===== src/design/esd_pkg.sv =====
// Shared types and character constants for the escape sequence decoder.
package esd_pkg;

  localparam int CHAR_W  = 8;
  localparam int VALUE_W = 12;

  // Decoder modes, one-hot.
  typedef enum logic [4:0] {
    MODE_NORMAL = 5'b00001,
    MODE_BSLASH = 5'b00010,
    MODE_CARET  = 5'b00100,
    MODE_HEX    = 5'b01000,
    MODE_OCT    = 5'b10000
  } mode_t;

  // Results caused by one accepted input item.
  typedef struct packed {
    logic               two;   // second value present
    logic [VALUE_W-1:0] v0;
    logic [VALUE_W-1:0] v1;
    logic               fin;   // last value closes the text
  } grp_t;

  localparam logic [CHAR_W-1:0] CH_BSLASH = 8'h5C;
  localparam logic [CHAR_W-1:0] CH_CARET  = 8'h5E;
  localparam logic [CHAR_W-1:0] CH_UP_B   = 8'h42;
  localparam logic [CHAR_W-1:0] CH_UP_E   = 8'h45;
  localparam logic [CHAR_W-1:0] CH_UP_F   = 8'h46;
  localparam logic [CHAR_W-1:0] CH_UP_N   = 8'h4E;
  localparam logic [CHAR_W-1:0] CH_UP_R   = 8'h52;
  localparam logic [CHAR_W-1:0] CH_UP_S   = 8'h53;
  localparam logic [CHAR_W-1:0] CH_UP_T   = 8'h54;
  localparam logic [CHAR_W-1:0] CH_UP_X   = 8'h58;
  localparam logic [CHAR_W-1:0] CH_ZERO   = 8'h30;
  localparam logic [CHAR_W-1:0] CH_SEVEN  = 8'h37;
  localparam logic [CHAR_W-1:0] CH_NINE   = 8'h39;
  localparam logic [CHAR_W-1:0] CH_LO_A   = 8'h61;
  localparam logic [CHAR_W-1:0] CH_LO_F   = 8'h66;
  localparam logic [CHAR_W-1:0] CH_LO_Z   = 8'h7A;
  localparam logic [CHAR_W-1:0] CH_UP_A   = 8'h41;
  localparam logic [CHAR_W-1:0] CASE_DIFF = 8'h20;

  localparam logic [CHAR_W-1:0] BS_CODE   = 8'h08;
  localparam logic [CHAR_W-1:0] FF_CODE   = 8'h0C;
  localparam logic [CHAR_W-1:0] LF_CODE   = 8'h0A;
  localparam logic [CHAR_W-1:0] CR_CODE   = 8'h0D;
  localparam logic [CHAR_W-1:0] SP_CODE   = 8'h20;
  localparam logic [CHAR_W-1:0] TAB_CODE  = 8'h09;
  localparam logic [CHAR_W-1:0] ESC_CODE  = 8'h1B;
  localparam logic [CHAR_W-1:0] CTRL_BASE = 8'h40;
  localparam logic [3:0]        HEX_MASK  = 4'hF;
  localparam logic [2:0]        OCT_MASK  = 3'h7;

  localparam logic [1:0] MAX_DIGITS = 2'd3;

endpackage


===== src/design/esd_front.sv =====
// Front end: accepts text bytes, tracks escape state and forms result groups.
module esd_front (
  input  logic                 clk,
  input  logic                 rst_n,
  input  logic                 in_valid,
  output logic                 in_ready,
  input  logic [7:0]           text_byte,
  input  logic                 end_of_text,
  output logic                 push_valid,
  input  logic                 push_ready,
  output esd_pkg::grp_t        push_data
);

  esd_pkg::mode_t mode_r, mode_nxt;
  logic [1:0]     cnt_r, cnt_nxt;
  logic [11:0]    acc_r, acc_nxt;

  logic           accept;
  logic [7:0]     up;
  logic           hok, ook;
  logic [3:0]     hv;
  logic [2:0]     ov;
  logic           e1, e2, e3;
  logic [11:0]    x1, x2, x3;

  assign in_ready = push_ready;
  assign accept   = in_valid && in_ready;

  // digit classification and case raise
  always_comb begin
    up = ((text_byte >= esd_pkg::CH_LO_A) && (text_byte <= esd_pkg::CH_LO_Z)) ?
         (text_byte - esd_pkg::CASE_DIFF) : text_byte;
    ook = (text_byte >= esd_pkg::CH_ZERO) && (text_byte <= esd_pkg::CH_SEVEN);
    ov  = 3'(text_byte - esd_pkg::CH_ZERO) & esd_pkg::OCT_MASK;
    hok = 1'b1;
    hv  = 4'd0;
    if ((text_byte >= esd_pkg::CH_ZERO) && (text_byte <= esd_pkg::CH_NINE)) begin
      hv = 4'(text_byte - esd_pkg::CH_ZERO);
    end else if ((up >= esd_pkg::CH_UP_A) && (up <= esd_pkg::CH_UP_F)) begin
      hv = 4'(up - esd_pkg::CH_UP_A + 8'd10);
    end else begin
      hok = 1'b0;
    end
    hv = hv & esd_pkg::HEX_MASK;
  end

  always_comb begin
    logic       do_fresh;
    logic       ok;
    logic [1:0] c_inc;
    logic [11:0] a_sh;
    mode_nxt = mode_r;
    cnt_nxt  = cnt_r;
    acc_nxt  = acc_r;
    e1 = 1'b0; e2 = 1'b0; e3 = 1'b0;
    x1 = '0;   x2 = '0;   x3 = '0;
    do_fresh = 1'b1;
    ok    = (mode_r == esd_pkg::MODE_HEX) ? hok : ook;
    c_inc = cnt_r + 2'd1;
    a_sh  = (mode_r == esd_pkg::MODE_HEX) ? {acc_r[7:0], hv} : {acc_r[8:0], ov};

    // stage 1: continue or close a digit run
    if ((mode_r == esd_pkg::MODE_HEX) || (mode_r == esd_pkg::MODE_OCT)) begin
      if (ok) begin
        do_fresh = 1'b0;
        acc_nxt  = a_sh;
        cnt_nxt  = c_inc;
        if (c_inc == esd_pkg::MAX_DIGITS) begin
          e1       = 1'b1;
          x1       = a_sh;
          mode_nxt = esd_pkg::MODE_NORMAL;
          cnt_nxt  = '0;
          acc_nxt  = '0;
        end
      end else begin
        e1       = 1'b1;
        x1       = acc_r;
        mode_nxt = esd_pkg::MODE_NORMAL;
        cnt_nxt  = '0;
        acc_nxt  = '0;
      end
    end

    // stage 2: decode the byte afresh
    if (do_fresh) begin
      case (mode_nxt)
        esd_pkg::MODE_BSLASH: begin
          mode_nxt = esd_pkg::MODE_NORMAL;
          e2 = 1'b1;
          case (up)
            esd_pkg::CH_UP_B: x2 = 12'(esd_pkg::BS_CODE);
            esd_pkg::CH_UP_F: x2 = 12'(esd_pkg::FF_CODE);
            esd_pkg::CH_UP_N: x2 = 12'(esd_pkg::LF_CODE);
            esd_pkg::CH_UP_R: x2 = 12'(esd_pkg::CR_CODE);
            esd_pkg::CH_UP_S: x2 = 12'(esd_pkg::SP_CODE);
            esd_pkg::CH_UP_T: x2 = 12'(esd_pkg::TAB_CODE);
            esd_pkg::CH_UP_E: x2 = 12'(esd_pkg::ESC_CODE);
            esd_pkg::CH_CARET: begin
              e2       = 1'b0;
              mode_nxt = esd_pkg::MODE_CARET;
            end
            esd_pkg::CH_UP_X: begin
              e2       = 1'b0;
              mode_nxt = esd_pkg::MODE_HEX;
              cnt_nxt  = '0;
              acc_nxt  = '0;
            end
            default: begin
              if (ook) begin
                e2       = 1'b0;
                mode_nxt = esd_pkg::MODE_OCT;
                cnt_nxt  = 2'd1;
                acc_nxt  = 12'(ov);
              end else begin
                x2 = 12'(text_byte);
              end
            end
          endcase
        end
        esd_pkg::MODE_CARET: begin
          mode_nxt = esd_pkg::MODE_NORMAL;
          e2 = 1'b1;
          x2 = 12'(8'(up - esd_pkg::CTRL_BASE));
        end
        default: begin
          mode_nxt = esd_pkg::MODE_NORMAL;
          if (text_byte == esd_pkg::CH_BSLASH) begin
            mode_nxt = esd_pkg::MODE_BSLASH;
          end else begin
            e2 = 1'b1;
            x2 = 12'(text_byte);
          end
        end
      endcase
    end

    // stage 3: flush whatever is pending at end of text
    if (end_of_text) begin
      case (mode_nxt)
        esd_pkg::MODE_BSLASH: begin
          e3 = 1'b1;
          x3 = 12'(esd_pkg::CH_BSLASH);
        end
        esd_pkg::MODE_CARET: begin
          e3 = 1'b1;
          x3 = 12'(8'(8'd0 - esd_pkg::CTRL_BASE));
        end
        esd_pkg::MODE_HEX, esd_pkg::MODE_OCT: begin
          e3 = 1'b1;
          x3 = acc_nxt;
        end
        default: e3 = 1'b0;
      endcase
      mode_nxt = esd_pkg::MODE_NORMAL;
      cnt_nxt  = '0;
      acc_nxt  = '0;
    end
  end

  // pack up to two values, in order
  always_comb begin
    push_data.two = (e1 && e2) || (e1 && e3) || (e2 && e3);
    push_data.v0  = e1 ? x1 : (e2 ? x2 : x3);
    push_data.v1  = e1 ? (e2 ? x2 : x3) : x3;
    push_data.fin = end_of_text;
  end

  assign push_valid = accept && (e1 || e2 || e3);

  always_ff @(posedge clk) begin
    if (!rst_n) begin
      mode_r <= esd_pkg::MODE_NORMAL;
      cnt_r  <= '0;
      acc_r  <= '0;
    end else if (accept) begin
      mode_r <= mode_nxt;
      cnt_r  <= cnt_nxt;
      acc_r  <= acc_nxt;
    end
  end

  a_end_resets: assert property (@(posedge clk) disable iff (!rst_n)
    accept && end_of_text |=> (mode_r == esd_pkg::MODE_NORMAL) && (cnt_r == 2'd0))
    else $error("state not cleared after end of text");

  a_end_emits: assert property (@(posedge clk) disable iff (!rst_n)
    accept && end_of_text |-> push_valid)
    else $error("end of text produced no value");

endmodule


===== src/design/esd_queue.sv =====
// Short FIFO of result groups between front and back ends.
module esd_queue #(
  parameter int DEPTH = 4
) (
  input  logic          clk,
  input  logic          rst_n,
  input  logic          push_valid,
  output logic          push_ready,
  input  esd_pkg::grp_t push_data,
  output logic          pop_valid,
  input  logic          pop_ready,
  output esd_pkg::grp_t pop_data
);

  localparam int PW = $clog2(DEPTH);
  localparam int CW = $clog2(DEPTH + 1);

  esd_pkg::grp_t mem_r [DEPTH];
  logic [PW-1:0] wr_r, wr_nxt, rd_r, rd_nxt;
  logic [CW-1:0] count_r, count_nxt;
  logic          push_fire, pop_fire;

  assign push_ready = (count_r != CW'(DEPTH));
  assign pop_valid  = (count_r != '0);
  assign pop_data   = mem_r[rd_r];
  assign push_fire  = push_valid && push_ready;
  assign pop_fire   = pop_ready && pop_valid;

  always_comb begin
    wr_nxt    = push_fire ? ((wr_r == PW'(DEPTH - 1)) ? '0 : wr_r + 1'b1) : wr_r;
    rd_nxt    = pop_fire  ? ((rd_r == PW'(DEPTH - 1)) ? '0 : rd_r + 1'b1) : rd_r;
    count_nxt = count_r + CW'(push_fire) - CW'(pop_fire);
  end

  always_ff @(posedge clk) begin
    if (!rst_n) begin
      wr_r    <= '0;
      rd_r    <= '0;
      count_r <= '0;
    end else begin
      wr_r    <= wr_nxt;
      rd_r    <= rd_nxt;
      count_r <= count_nxt;
    end
  end

  always_ff @(posedge clk) begin
    if (push_fire) begin
      mem_r[wr_r] <= push_data;
    end
  end

  a_count_bound: assert property (@(posedge clk) disable iff (!rst_n)
    count_r <= CW'(DEPTH))
    else $error("queue count beyond depth");

  a_ptr_match: assert property (@(posedge clk) disable iff (!rst_n)
    (count_r == '0) || (count_r == CW'(DEPTH)) |-> (wr_r == rd_r))
    else $error("queue pointers disagree with count");

endmodule


===== src/design/esd_back.sv =====
// Back end: holds one result group and hands its values out one per cycle while out_ready is high.
module esd_back (
  input  logic          clk,
  input  logic          rst_n,
  input  logic          pop_valid,
  output logic          pop_ready,
  input  esd_pkg::grp_t pop_data,
  output logic          out_valid,
  input  logic          out_ready,
  output logic [11:0]   char_value,
  output logic          final_result
);

  esd_pkg::grp_t grp_r;
  logic          grp_valid_r, grp_valid_nxt;
  logic          idx_r, idx_nxt;
  logic          out_fire, at_last, load;

  assign out_valid    = grp_valid_r;
  assign char_value   = idx_r ? grp_r.v1 : grp_r.v0;
  assign at_last      = (idx_r == grp_r.two);
  assign final_result = at_last && grp_r.fin;
  assign out_fire     = out_valid && out_ready;
  assign load         = !grp_valid_r || (out_fire && at_last);
  assign pop_ready    = load;

  always_comb begin
    grp_valid_nxt = grp_valid_r;
    idx_nxt       = idx_r;
    if (load) begin
      grp_valid_nxt = pop_valid;
      idx_nxt       = 1'b0;
    end else if (out_fire) begin
      idx_nxt = 1'b1;
    end
  end

  always_ff @(posedge clk) begin
    if (!rst_n) begin
      grp_valid_r <= 1'b0;
      idx_r       <= 1'b0;
    end else begin
      grp_valid_r <= grp_valid_nxt;
      idx_r       <= idx_nxt;
    end
  end

  always_ff @(posedge clk) begin
    if (load && pop_valid) begin
      grp_r <= pop_data;
    end
  end

  a_second_only_pair: assert property (@(posedge clk) disable iff (!rst_n)
    idx_r |-> grp_valid_r && grp_r.two)
    else $error("second value selected without a pair");

endmodule


===== src/design/escape_sequence_decoder_unit.sv =====
// Top level of the escape sequence decoder.
// Decodes backslash-escaped text one byte per cycle: the front end takes a
// byte every cycle while the queue has room, and each byte yields zero, one
// or two character values. The output side delivers one value per cycle
// while out_tready is high, so the sustained input rate is one byte per cycle
// except where a byte yields two values (a digit run closed by a non-digit);
// the DEPTH-entry group queue absorbs such bursts. Groups are registered in
// the queue and again in the back end. in_tlast marks the end of the text;
// out_tlast marks the last value that end of text causes.
module escape_sequence_decoder_unit #(
  parameter int DEPTH = 4  // result groups buffered, 2 to 16
) (
  input  logic        clk,
  input  logic        rst_n,
  input  logic        in_tvalid,
  output logic        in_tready,
  input  logic [7:0]  in_tdata,   // [7:0] text_byte
  input  logic        in_tlast,   // end_of_text
  output logic        out_tvalid,
  input  logic        out_tready,
  output logic [15:0] out_tdata,  // [11:0] char_value, [15:12] zero
  output logic        out_tlast   // final_result
);

  esd_pkg::grp_t push_data, pop_data;
  logic          push_valid, push_ready, pop_valid, pop_ready;
  logic [11:0]   char_value;

  esd_front u_front (
    .clk         (clk),
    .rst_n       (rst_n),
    .in_valid    (in_tvalid),
    .in_ready    (in_tready),
    .text_byte   (in_tdata),
    .end_of_text (in_tlast),
    .push_valid  (push_valid),
    .push_ready  (push_ready),
    .push_data   (push_data)
  );

  esd_queue #(.DEPTH(DEPTH)) u_queue (
    .clk        (clk),
    .rst_n      (rst_n),
    .push_valid (push_valid),
    .push_ready (push_ready),
    .push_data  (push_data),
    .pop_valid  (pop_valid),
    .pop_ready  (pop_ready),
    .pop_data   (pop_data)
  );

  esd_back u_back (
    .clk          (clk),
    .rst_n        (rst_n),
    .pop_valid    (pop_valid),
    .pop_ready    (pop_ready),
    .pop_data     (pop_data),
    .out_valid    (out_tvalid),
    .out_ready    (out_tready),
    .char_value   (char_value),
    .final_result (out_tlast)
  );

  assign out_tdata = {4'd0, char_value};

endmodule

===== config.mk =====
export PLATFORM = sky130hd
export DESIGN_NAME = escape_sequence_decoder_unit
export DESIGN_NICKNAME = d
export VERILOG_FILES = /design/src/design/esd_pkg.sv /design/src/design/esd_front.sv /design/src/design/esd_queue.sv /design/src/design/esd_back.sv /design/src/design/escape_sequence_decoder_unit.sv
export SDC_FILE = /design/constraint.sdc
export NUM_CORES = 1
export LEC_CHECK = 0
export BUFFER_PORTS_ARGS = -buffer_cell sky130_fd_sc_hd__buf_2
export CAP_MARGIN = 0
export CORE_MARGIN = 2
export CORE_UTILIZATION = 67
export CTS_CLUSTER_SIZE = 16
export DETAILED_ROUTE_END_ITERATION = 12
export PLACE_DENSITY = 0.95
export SYNTH_ARGS = -nofsm -noshare
export SYNTH_HDL_FRONTEND = slang
export SYNTH_SLANG_ARGS = --single-unit
export TNS_END_PERCENT = 5

===== constraint.sdc =====
create_clock -name clk -period 8.9 [get_ports clk]
set_clock_uncertainty 0.05 [all_clocks]
set_input_delay 1.335 -clock clk [delete_from_list [all_inputs] [get_ports clk]]
set_output_delay 1.335 -clock clk [all_outputs]
set_load 0.01 [all_outputs]

Yosys cells after proc, flatten, opt, wreduce, memory -nomap -nowiden. Memories as Yosys holds them, arrays and structs flattened. A register that Yosys moved wholly into a read port is not among the register bits. Index checks and enable logic that the tools add are counted.

Add/subtract/negate cells: 10. $lt $le $gt $ge: 7. Equality and inequality tests: 23. Multiplexer cells: 62. Bitwise logic cells: 1. Reductions and logical operators: 28.

Operators with widths (number): 12-bit two-way mux (17); 12-bit case mux with 8 select lines (1); 8-bit by 7-bit == test with 1-bit output (second input constant) (10); 12-bit case mux with 2 select lines (2); 12-bit case mux with 3 select lines (1); 5-bit two-way mux (6); 8-bit two-way mux (3); 2-bit two-way mux (10); 8-bit by 7-bit >= comparator with 1-bit output (second input constant) (2); 8-bit by 6-bit <= comparator with 1-bit output (second input constant) (2); 8-bit by 7-bit <= comparator with 1-bit output (second input constant) (2); 1-bit two-way mux (15); 5-bit case mux with 3 select lines (1); 1-bit logical AND (14); 5-bit by 2-bit == test with 1-bit output (second input constant) (2); 5-bit by 3-bit == test with 1-bit output (second input constant) (2); 5-bit by 4-bit == test with 1-bit output (second input constant) (2); 5-bit == test (second input constant) (2); 5-bit case mux with 2 select lines (1); 8-bit by 6-bit >= comparator with 1-bit output (second input constant) (1); 4-bit two-way mux (2); 8-bit OR reduction (1); 4-bit by 1-bit subtractor with 4-bit output (second input constant) (2); 8-bit by 6-bit subtractor with 8-bit output (second input constant) (1); other kinds (17) (29).

Bits in registers: 28. RAM bits: 104. Output and inout bits: 19. Logic and storage cells: 140. Memories kept: 1.

Memories: u_queue.mem_r (words 4, bits a word 26, read ports 1, clocked after Yosys merged registers in 1, wr ports 1, RTL line esd_queue.sv:18) `esd_pkg::grp_t mem_r [DEPTH];`.

Depth between registers and ports, before layout.
Word-level depth: 22. Mapped depth: 19. Mapped depth without buffers: 18.

By module. Synthesis repeated with hierarchy kept, for this count alone.

Cell total of the unflattened synthesis: 610. Area, all modules: 7980.2 um^2.

By module, submodules not included: esd_queue (instances 1, cells each 188, area each 4231.6 um^2); esd_front (instances 1, cells each 361, area each 2648.8 um^2); esd_back (instances 1, cells each 56, area each 1066.0 um^2); escape_sequence_decoder_unit (instances 1, cells each 5, area each 33.8 um^2).

Worst setup path before layout. Ideal clock, no wire load.

Kind: input to register. From: input in_tdata[1]. To: memory u_queue.mem_r[3][0] (netlist bit), enable pin. Library setup time: 0.385 ns. Arrival: 4.955 ns. Path slack: 3.510 ns. Stages: 15. Buffers on the path: 1. Cell sequence: inv_1 ha_1 nor4b_2 nand2b_1 a31oi_2 ha_1 clkbuf_2 nor4bb_1 a32oi_1 a2bb2oi_1 o311ai_1 nand2_1 o211a_1 o22ai_2 and2_1.

Word-level cells in the longest chain between the ends: 22.

RTL lines: from (decl) (RTL line escape_sequence_decoder_unit.sv:17) `input logic [7:0] in_tdata,`; 8-bit by 7-bit >= comparator with 1-bit output / 8-bit by 7-bit <= comparator with 1-bit output (equally long branches) (RTL line esd_front.sv:31) `up = ((text_byte >= esd_pkg::CH_LO_A) && (text_byte <= esd_pkg::CH_LO_Z)) ?`; 1-bit logical AND (RTL line esd_front.sv:31); 8-bit two-way mux (RTL line esd_front.sv:31); 8-bit by 7-bit >= comparator with 1-bit output / 8-bit by 7-bit <= comparator with 1-bit output (equally long branches) (RTL line esd_front.sv:39) `end else if ((up >= esd_pkg::CH_UP_A) && (up <= esd_pkg::CH_UP_F)) begin`; 1-bit logical AND (RTL line esd_front.sv:39); 1-bit two-way mux (RTL line esd_front.sv:39); 1-bit two-way mux (RTL line esd_front.sv:37) `if ((text_byte >= esd_pkg::CH_ZERO) && (text_byte <= esd_pkg::CH_NINE)) begin`; 1-bit two-way mux (RTL line esd_front.sv:58) `ok = (mode_r == esd_pkg::MODE_HEX) ? hok : ook;`; (+7 left out); 1-bit two-way mux (RTL line esd_front.sv:139) `case (mode_nxt)`; 1-bit two-way mux (RTL line esd_front.sv:138) `if (end_of_text) begin`; 1-bit logical OR (*) (RTL line esd_front.sv:168) `assign push_valid = accept && (e1 || e2 || e3);`; 1-bit logical AND (*) (RTL line esd_front.sv:168); 1-bit logical AND (*) (RTL line esd_queue.sv:26) `assign push_fire = push_valid && push_ready;`; named net u_queue.push_fire (RTL line esd_queue.sv:21) `logic push_fire, pop_fire;`; 1-bit two-way mux (*) (RTL line esd_queue.sv:48) `if (push_fire) begin`; 1-bit two-way mux (implied by the code) (*) (RTL line esd_queue.sv:49) `mem_r[wr_r] <= push_data;`; to (decl) (RTL line esd_queue.sv:18).

Mark *: on every way through the listed nets, which the timed path passes. The rest lies on a longest branch.

Final worst setup path.
From: input in_tdata[1]. To: memory u_queue.mem_r[2][19] (netlist bit), enable pin.

Same word-level chain as after synthesis.

==> flow_summary.html <==
<table>
<tr><th>Metric</th><th>Value</th></tr>
<tr><th colspan="2">Run status</th></tr>
<tr><td>Status</td><td>completed</td></tr>
<tr><th colspan="2">Setup path</th></tr>
<tr><td>WP depth</td><td>15</td></tr>
<tr><td>Worst-case reg-to-reg path depth</td><td>9</td></tr>
<tr><td>Reg2Reg Setup Slack</td><td>between 5 and 6 ns</td></tr>
<tr><td>Startpoint kind of the worst setup timing path</td><td>input port</td></tr>
<tr><td>Cell at the slowest stage of the critical path</td><td>sky130_fd_sc_hd__and2_1</td></tr>
<tr><td>Sort of element at the end of the critical path</td><td>flop</td></tr>
<tr><td>Crit. Startpoint</td><td>in_tdata[1]</td></tr>
<tr><td>Cell family with most CP delay</td><td>simple AND/OR/NAND/NOR gates</td></tr>
<tr><td>Largest stage delay on the critical path</td><td>1.07 ns</td></tr>
<tr><td>CP most frequent cell</td><td>sky130_fd_sc_hd__ha_1</td></tr>
<tr><td>Critical-path maximum fanout</td><td>26</td></tr>
<tr><td>Destination of the critical timing path</td><td>u_queue.mem_r[2][19]</td></tr>
<tr><td>R2R Path End</td><td>u_queue.mem_r[2][19]</td></tr>
<tr><td>Number of buffer and inverter instances along the worst setup path</td><td>2</td></tr>
<tr><td>Critical path, cell by cell</td><td>buf_2 &gt; inv_1 &gt; ha_1 &gt; nor4b_2 &gt; nand2b_1 &gt; a31oi_2 &gt; ha_1 &gt; nor4bb_1 &gt; a32oi_1 &gt; a2bb2oi_1 &gt; o311ai_1 &gt; nand2_1 &gt; o211a_1 &gt; o22ai_2 &gt; and2_1</td></tr>
<tr><td>Signal arrival time at the worst endpoint</td><td>roughly 6 ns</td></tr>
<tr><td>Critical path class</td><td>input port to flop</td></tr>
<tr><td>CP required</td><td>roughly 8.9 ns</td></tr>
<tr><td>Origin of the critical flop-to-flop path</td><td>u_front.mode_r[0]</td></tr>
<tr><th colspan="2">Die</th></tr>
<tr><td>Core Footprint</td><td>approximately 11000 um2</td></tr>
<tr><td>Chip Width</td><td>112 um</td></tr>
<tr><td>Starting density of the core</td><td>68.8%</td></tr>
<tr><td>Chip height</td><td>between 100 and 150 um</td></tr>
<tr><td>Cell row count</td><td>39</td></tr>
<tr><td>Ports</td><td>32</td></tr>
<tr><td>Overall die area</td><td>roughly 13000 um2</td></tr>
<tr><th colspan="2">STA</th></tr>
<tr><td>Final Hold Vio Count</td><td>0</td></tr>
<tr><td>Number of endpoints failing setup at the final stage</td><td>0</td></tr>
<tr><td>Total count of max-transition violations in the final report</td><td>0</td></tr>
<tr><td>Setup total negative slack</td><td>0 ns</td></tr>
<tr><td>Highest attainable clock frequency</td><td>162 MHz</td></tr>
<tr><td>Headroom to the max-slew limit</td><td>11.4%</td></tr>
<tr><td>Final period utilization</td><td>~69%</td></tr>
<tr><td>Transition time of the tightest slew-check pin</td><td>1.33 ns</td></tr>
<tr><td>Setup repair after global routing missed its margin</td><td>no</td></tr>
<tr><td>Final critical path time including I/O delays and setup</td><td>between 6 and 7 ns</td></tr>
<tr><th colspan="2">Clock tree</th></tr>
<tr><td>Number of sinks handled by clock tree synthesis</td><td>about 160</td></tr>
<tr><td>Htree depth</td><td>4</td></tr>
<tr><td>Clk Tree Root Cell</td><td>sky130_fd_sc_hd__clkbuf_16</td></tr>
<tr><td>Gates resized, CTS repair</td><td>0</td></tr>
<tr><td>Clock transition time at the flip-flop clock pins of the worst setup and hold paths</td><td>~0.070 ns</td></tr>
<tr><td>Hold_buf cts</td><td>0</td></tr>
<tr><td>TritonCTS clock tree</td><td>built</td></tr>
<tr><td>Inserted Clock Buffers</td><td>17</td></tr>
<tr><td>Post-CTS setup buffers</td><td>0</td></tr>
<tr><td>Clock Latency Late Sink</td><td>about 0.44 ns</td></tr>
<tr><td>Maximum buffer depth of the clock tree</td><td>2</td></tr>
<tr><th colspan="2">Logic synthesis</th></tr>
<tr><td>Leading register cell type out of synthesis</td><td>sky130_fd_sc_hd__edfxtp_1</td></tr>
<tr><td>Post-synthesis cell type count</td><td>81</td></tr>
<tr><td>Number of enable-type register cells in the synthesized netlist</td><td>130</td></tr>
<tr><td>Count of mapped cells out of synthesis</td><td>just over 600</td></tr>
<tr><td>Combinational family with the most area after synthesis</td><td>compound AO/OA/AOI/OAI gates</td></tr>
<tr><td>Total standard cell area after synthesis</td><td>7860 um2</td></tr>
<tr><td>Multiplexer fraction of the synthesized cell area</td><td>10.8%</td></tr>
<tr><td>Portion of the post-synthesis area used by sequential elements</td><td>between 50% and 60%</td></tr>
<tr><td>Synthesized-area fraction occupied by and/or/nand/nor cells</td><td>~12%</td></tr>
<tr><td>Mean instance size in the synthesized netlist</td><td>about 13 um2</td></tr>
<tr><td>Fraction of registers with async set/reset</td><td>0%</td></tr>
<tr><td>Fraction of the mapped netlist area in compound gates</td><td>roughly 14%</td></tr>
<tr><td>Post-Synth Adder-Cell Area</td><td>under 10%</td></tr>
<tr><td>YS warnings</td><td>0</td></tr>
<tr><td>Synth Area in XOR/XNOR</td><td>less than 1%</td></tr>
<tr><td>Flops &amp; latches, synth</td><td>~160</td></tr>
<tr><th colspan="2">Cells and area</th></tr>
<tr><td>Final nets</td><td>658</td></tr>
<tr><td>Antenna Diode Count</td><td>0</td></tr>
<tr><td>Summed area of non-filler cells in the final layout</td><td>8620 um2</td></tr>
<tr><td>Area overhead of the layout relative to synthesis</td><td>9.68%</td></tr>
<tr><td>Share of layout cells above drive strength 1</td><td>about 20%</td></tr>
<tr><th colspan="2">Global routing</th></tr>
<tr><td>First-pass GRT wire length</td><td>31500 um</td></tr>
<tr><td>Initial antenna violation count</td><td>0</td></tr>
<tr><td>Gr ovfl total</td><td>0</td></tr>
<tr><td>Global routing usage summed across all routing layers</td><td>between 30% and 40%</td></tr>
<tr><td>Number of global-route vias before repair</td><td>5587</td></tr>
<tr><td>Maximum number of pins on one net before global-route repair</td><td>30</td></tr>
<tr><th colspan="2">Detailed routing</th></tr>
<tr><td>Via density per instance</td><td>between 7 and 8</td></tr>
<tr><td>Routed metal-1 wirelength</td><td>between 7000 and 8000 um</td></tr>
<tr><td>Met2 wire length</td><td>9800 um</td></tr>
<tr><td>Wire length per cell after detailed routing</td><td>25.4 um</td></tr>
<tr><td>Total Wirelength</td><td>approximately 20000 um</td></tr>
<tr><td>Detail Route Antenna Nets</td><td>0</td></tr>
<tr><td>Met3 WL</td><td>approximately 1800 um</td></tr>
<tr><td>Number of DRC markers after the initial detailed-route iteration</td><td>841</td></tr>
<tr><td>Length of the first detailed-routing pass in iterations</td><td>8</td></tr>
<tr><td>Remaining DRCs</td><td>0</td></tr>
<tr><td>Highest metal used</td><td>met4</td></tr>
<tr><td>Total via count in the routed design</td><td>roughly 5.6k</td></tr>
<tr><th colspan="2">Placement</th></tr>
<tr><td>Placed standard-cell area</td><td>a little over 8000 um2</td></tr>
<tr><td>Port bufs</td><td>27</td></tr>
<tr><td>Half-perimeter wire length after placement</td><td>between 10000 and 15000 um</td></tr>
<tr><td>Routability congestion estimate from global placement</td><td>roughly 1</td></tr>
<tr><th colspan="2">Hold path</th></tr>
<tr><td>Worst hold path stage count</td><td>2</td></tr>
<tr><td>Worst Hold Class</td><td>flop to flop</td></tr>
<tr><th colspan="2">Job</th></tr>
<tr><td>Number of max-cap violations</td><td>0</td></tr>
<tr><th colspan="2">Power and ir drop</th></tr>
<tr><td>Leakage power summed over all cells</td><td>just under 3 nW</td></tr>
<tr><td>Worst supply voltage drop on vdd</td><td>0.280 mV</td></tr>
<tr><td>Power per cell area</td><td>~260 nW/um2</td></tr>
</table>
==> layer usage <==
metal	vias up	GRT usage, %
met5	-	0
met3	72	7.07
met4	0	12.6
met2	389	54.7
met1	2737	43.9
li1	2412	-
==> synth_stat cells, drive strengths merged (5+ instances only) <==
cell type / count / share of area [%]
edfxtp: 130 / 50
nand2: 51 / 2.4
nor2: 36 / 1.8
o21ai: 29 / 1.8
dfxtp: 28 / 7.1
mux4: 26 / 7.4
nand3: 25 / 1.7
a21oi: 21 / 1.3
clkbuf: 21 / 1.0
buf: 17 / 1.2
and2: 16 / 1.3
ha: 16 / 2.5
inv: 13 / 0.62
mux2: 13 / 1.9
mux2i: 12 / 1.5
nor3: 12 / 0.76
a211oi: 11 / 1.3
a22oi: 10 / 0.96
a31oi: 7 / 0.64
and3: 7 / 0.56
a22o: 6 / 0.67
or3: 6 / 0.54
a32oi: 5 / 0.56
nand2b: 5 / 0.43
o211ai: 5 / 0.54
o31ai: 5 / 0.65
xnor2: 5 / 0.56
==> report_power, final <==
group | leakage, nW | internal [mW] | switching (mW)
sequential | 1.44 | 0.971 | 0.0850
clock | 0.261 | 0.385 | 0.296
combinational | 1.25 | 0.221 | 0.257
==> stage by stage <==
step | total power [mW] | setup WS, ns | hold WS [ns] | utilization (%) | instances
3_3_place_gp | 1.49 | 2.58 | 0.389 | 70.7 | 752
4_1_cts | 2.22 | 2.80 | 0.433 | 75.5 | 783
3_5_place_dp | 1.53 | 2.38 | 0.424 | 70.7 | 752
6_report | 2.22 | 2.73 | 0.444 | 75.5 | 783
5_1_grt | 2.29 | 2.36 | 0.469 | 75.5 | 783
2_1_floorplan | 1.37 | 3.51 | 0.378 | - | 613
==> final cells by class <==
| type | count | area (um2) |
|---|---|---|
| Clock buffer | 19 | 433 |
| Clock inverter | 12 | 113 |
| Sequential cell | 158 | 4470 |
| Fill cell | 701 | 2800 |
| Timing Repair Buffer | 34 | 188 |
| Tap cell | 143 | 179 |
| Multi-Input combinational cell | 404 | 3190 |
| Inverter | 13 | 48.8 |
==> sequential cells by signal (all words and copies together), names as in the netlist <==
name	count
u_back.grp_r	26
u_front.acc_r	12
u_queue.count_r	3
u_queue.wr_r	2
u_back.out_valid	1
u_queue.rd_r	2
u_queue.mem_r	104
u_front.cnt_r	2
u_back.idx_r	1
u_front.mode_r	5
==> tightest hold or removal path, cell delays in order (launching register included) <==
cell,delay [ns]
sky130_fd_sc_hd__dfxtp_1,0.34
sky130_fd_sc_hd__nand2_1,0.06
sky130_fd_sc_hd__o21ai_1,0.05
==> logic make-up after synthesis <==
kind of cell             Yosys count
adder cells (fa/ha/maj)           17
other                              1
AO/OA/AOI/OAI                    140
XOR/XNOR                           7
AND/OR/NAND/NOR                  185
flip-flops                       158
multiplexers                      51
buffers and inverters             51
==> layout by cell type, fill, tap and decap left out, types with 4 or more instances in the layout <==
cell / count
sky130_fd_sc_hd__edfxtp_1: 130
sky130_fd_sc_hd__nand2_1: 51
sky130_fd_sc_hd__nor2_1: 35
sky130_fd_sc_hd__buf_2: 27
sky130_fd_sc_hd__dfxtp_1: 27
sky130_fd_sc_hd__mux4_2: 26
sky130_fd_sc_hd__nand3_1: 24
sky130_fd_sc_hd__a21oi_1: 20
sky130_fd_sc_hd__o21ai_0: 18
sky130_fd_sc_hd__clkbuf_16: 17
sky130_fd_sc_hd__ha_1: 16
sky130_fd_sc_hd__and2_1: 15
sky130_fd_sc_hd__inv_1: 13
sky130_fd_sc_hd__mux2_2: 13
sky130_fd_sc_hd__nor3_1: 12
sky130_fd_sc_hd__mux2i_1: 12
sky130_fd_sc_hd__o21ai_1: 11
sky130_fd_sc_hd__a22oi_1: 10
sky130_fd_sc_hd__a211oi_1: 9
sky130_fd_sc_hd__and3_1: 7
sky130_fd_sc_hd__buf_4: 7
sky130_fd_sc_hd__a31oi_1: 6
sky130_fd_sc_hd__a22o_1: 6
sky130_fd_sc_hd__xnor2_1: 5
sky130_fd_sc_hd__or3_1: 5
sky130_fd_sc_hd__a32oi_1: 5
sky130_fd_sc_hd__nand4_1: 4
sky130_fd_sc_hd__nand2b_1: 4
sky130_fd_sc_hd__nor2b_1: 4
sky130_fd_sc_hd__o211ai_1: 4
sky130_fd_sc_hd__o31ai_1: 4
sky130_fd_sc_hd__conb_1: 4
==> how the worst min path moves through the flow <==
| stage | start | to | slack, ns |
|---|---|---|---|
| detailed placement | u_front.acc_r[10] | u_front.acc_r[10] | 0.42 |
| global placement | u_front.acc_r[11] | u_front.acc_r[11] | 0.39 |
| finish | u_front.acc_r[10] | u_front.acc_r[10] | 0.44 |
| global route | u_front.acc_r[10] | u_front.acc_r[10] | 0.47 |
| floorplan | u_front.acc_r[11] | u_front.acc_r[11] | 0.38 |
| CTS | u_front.acc_r[10] | u_front.acc_r[10] | 0.43 |
Power figures use the tool's default switching activity.
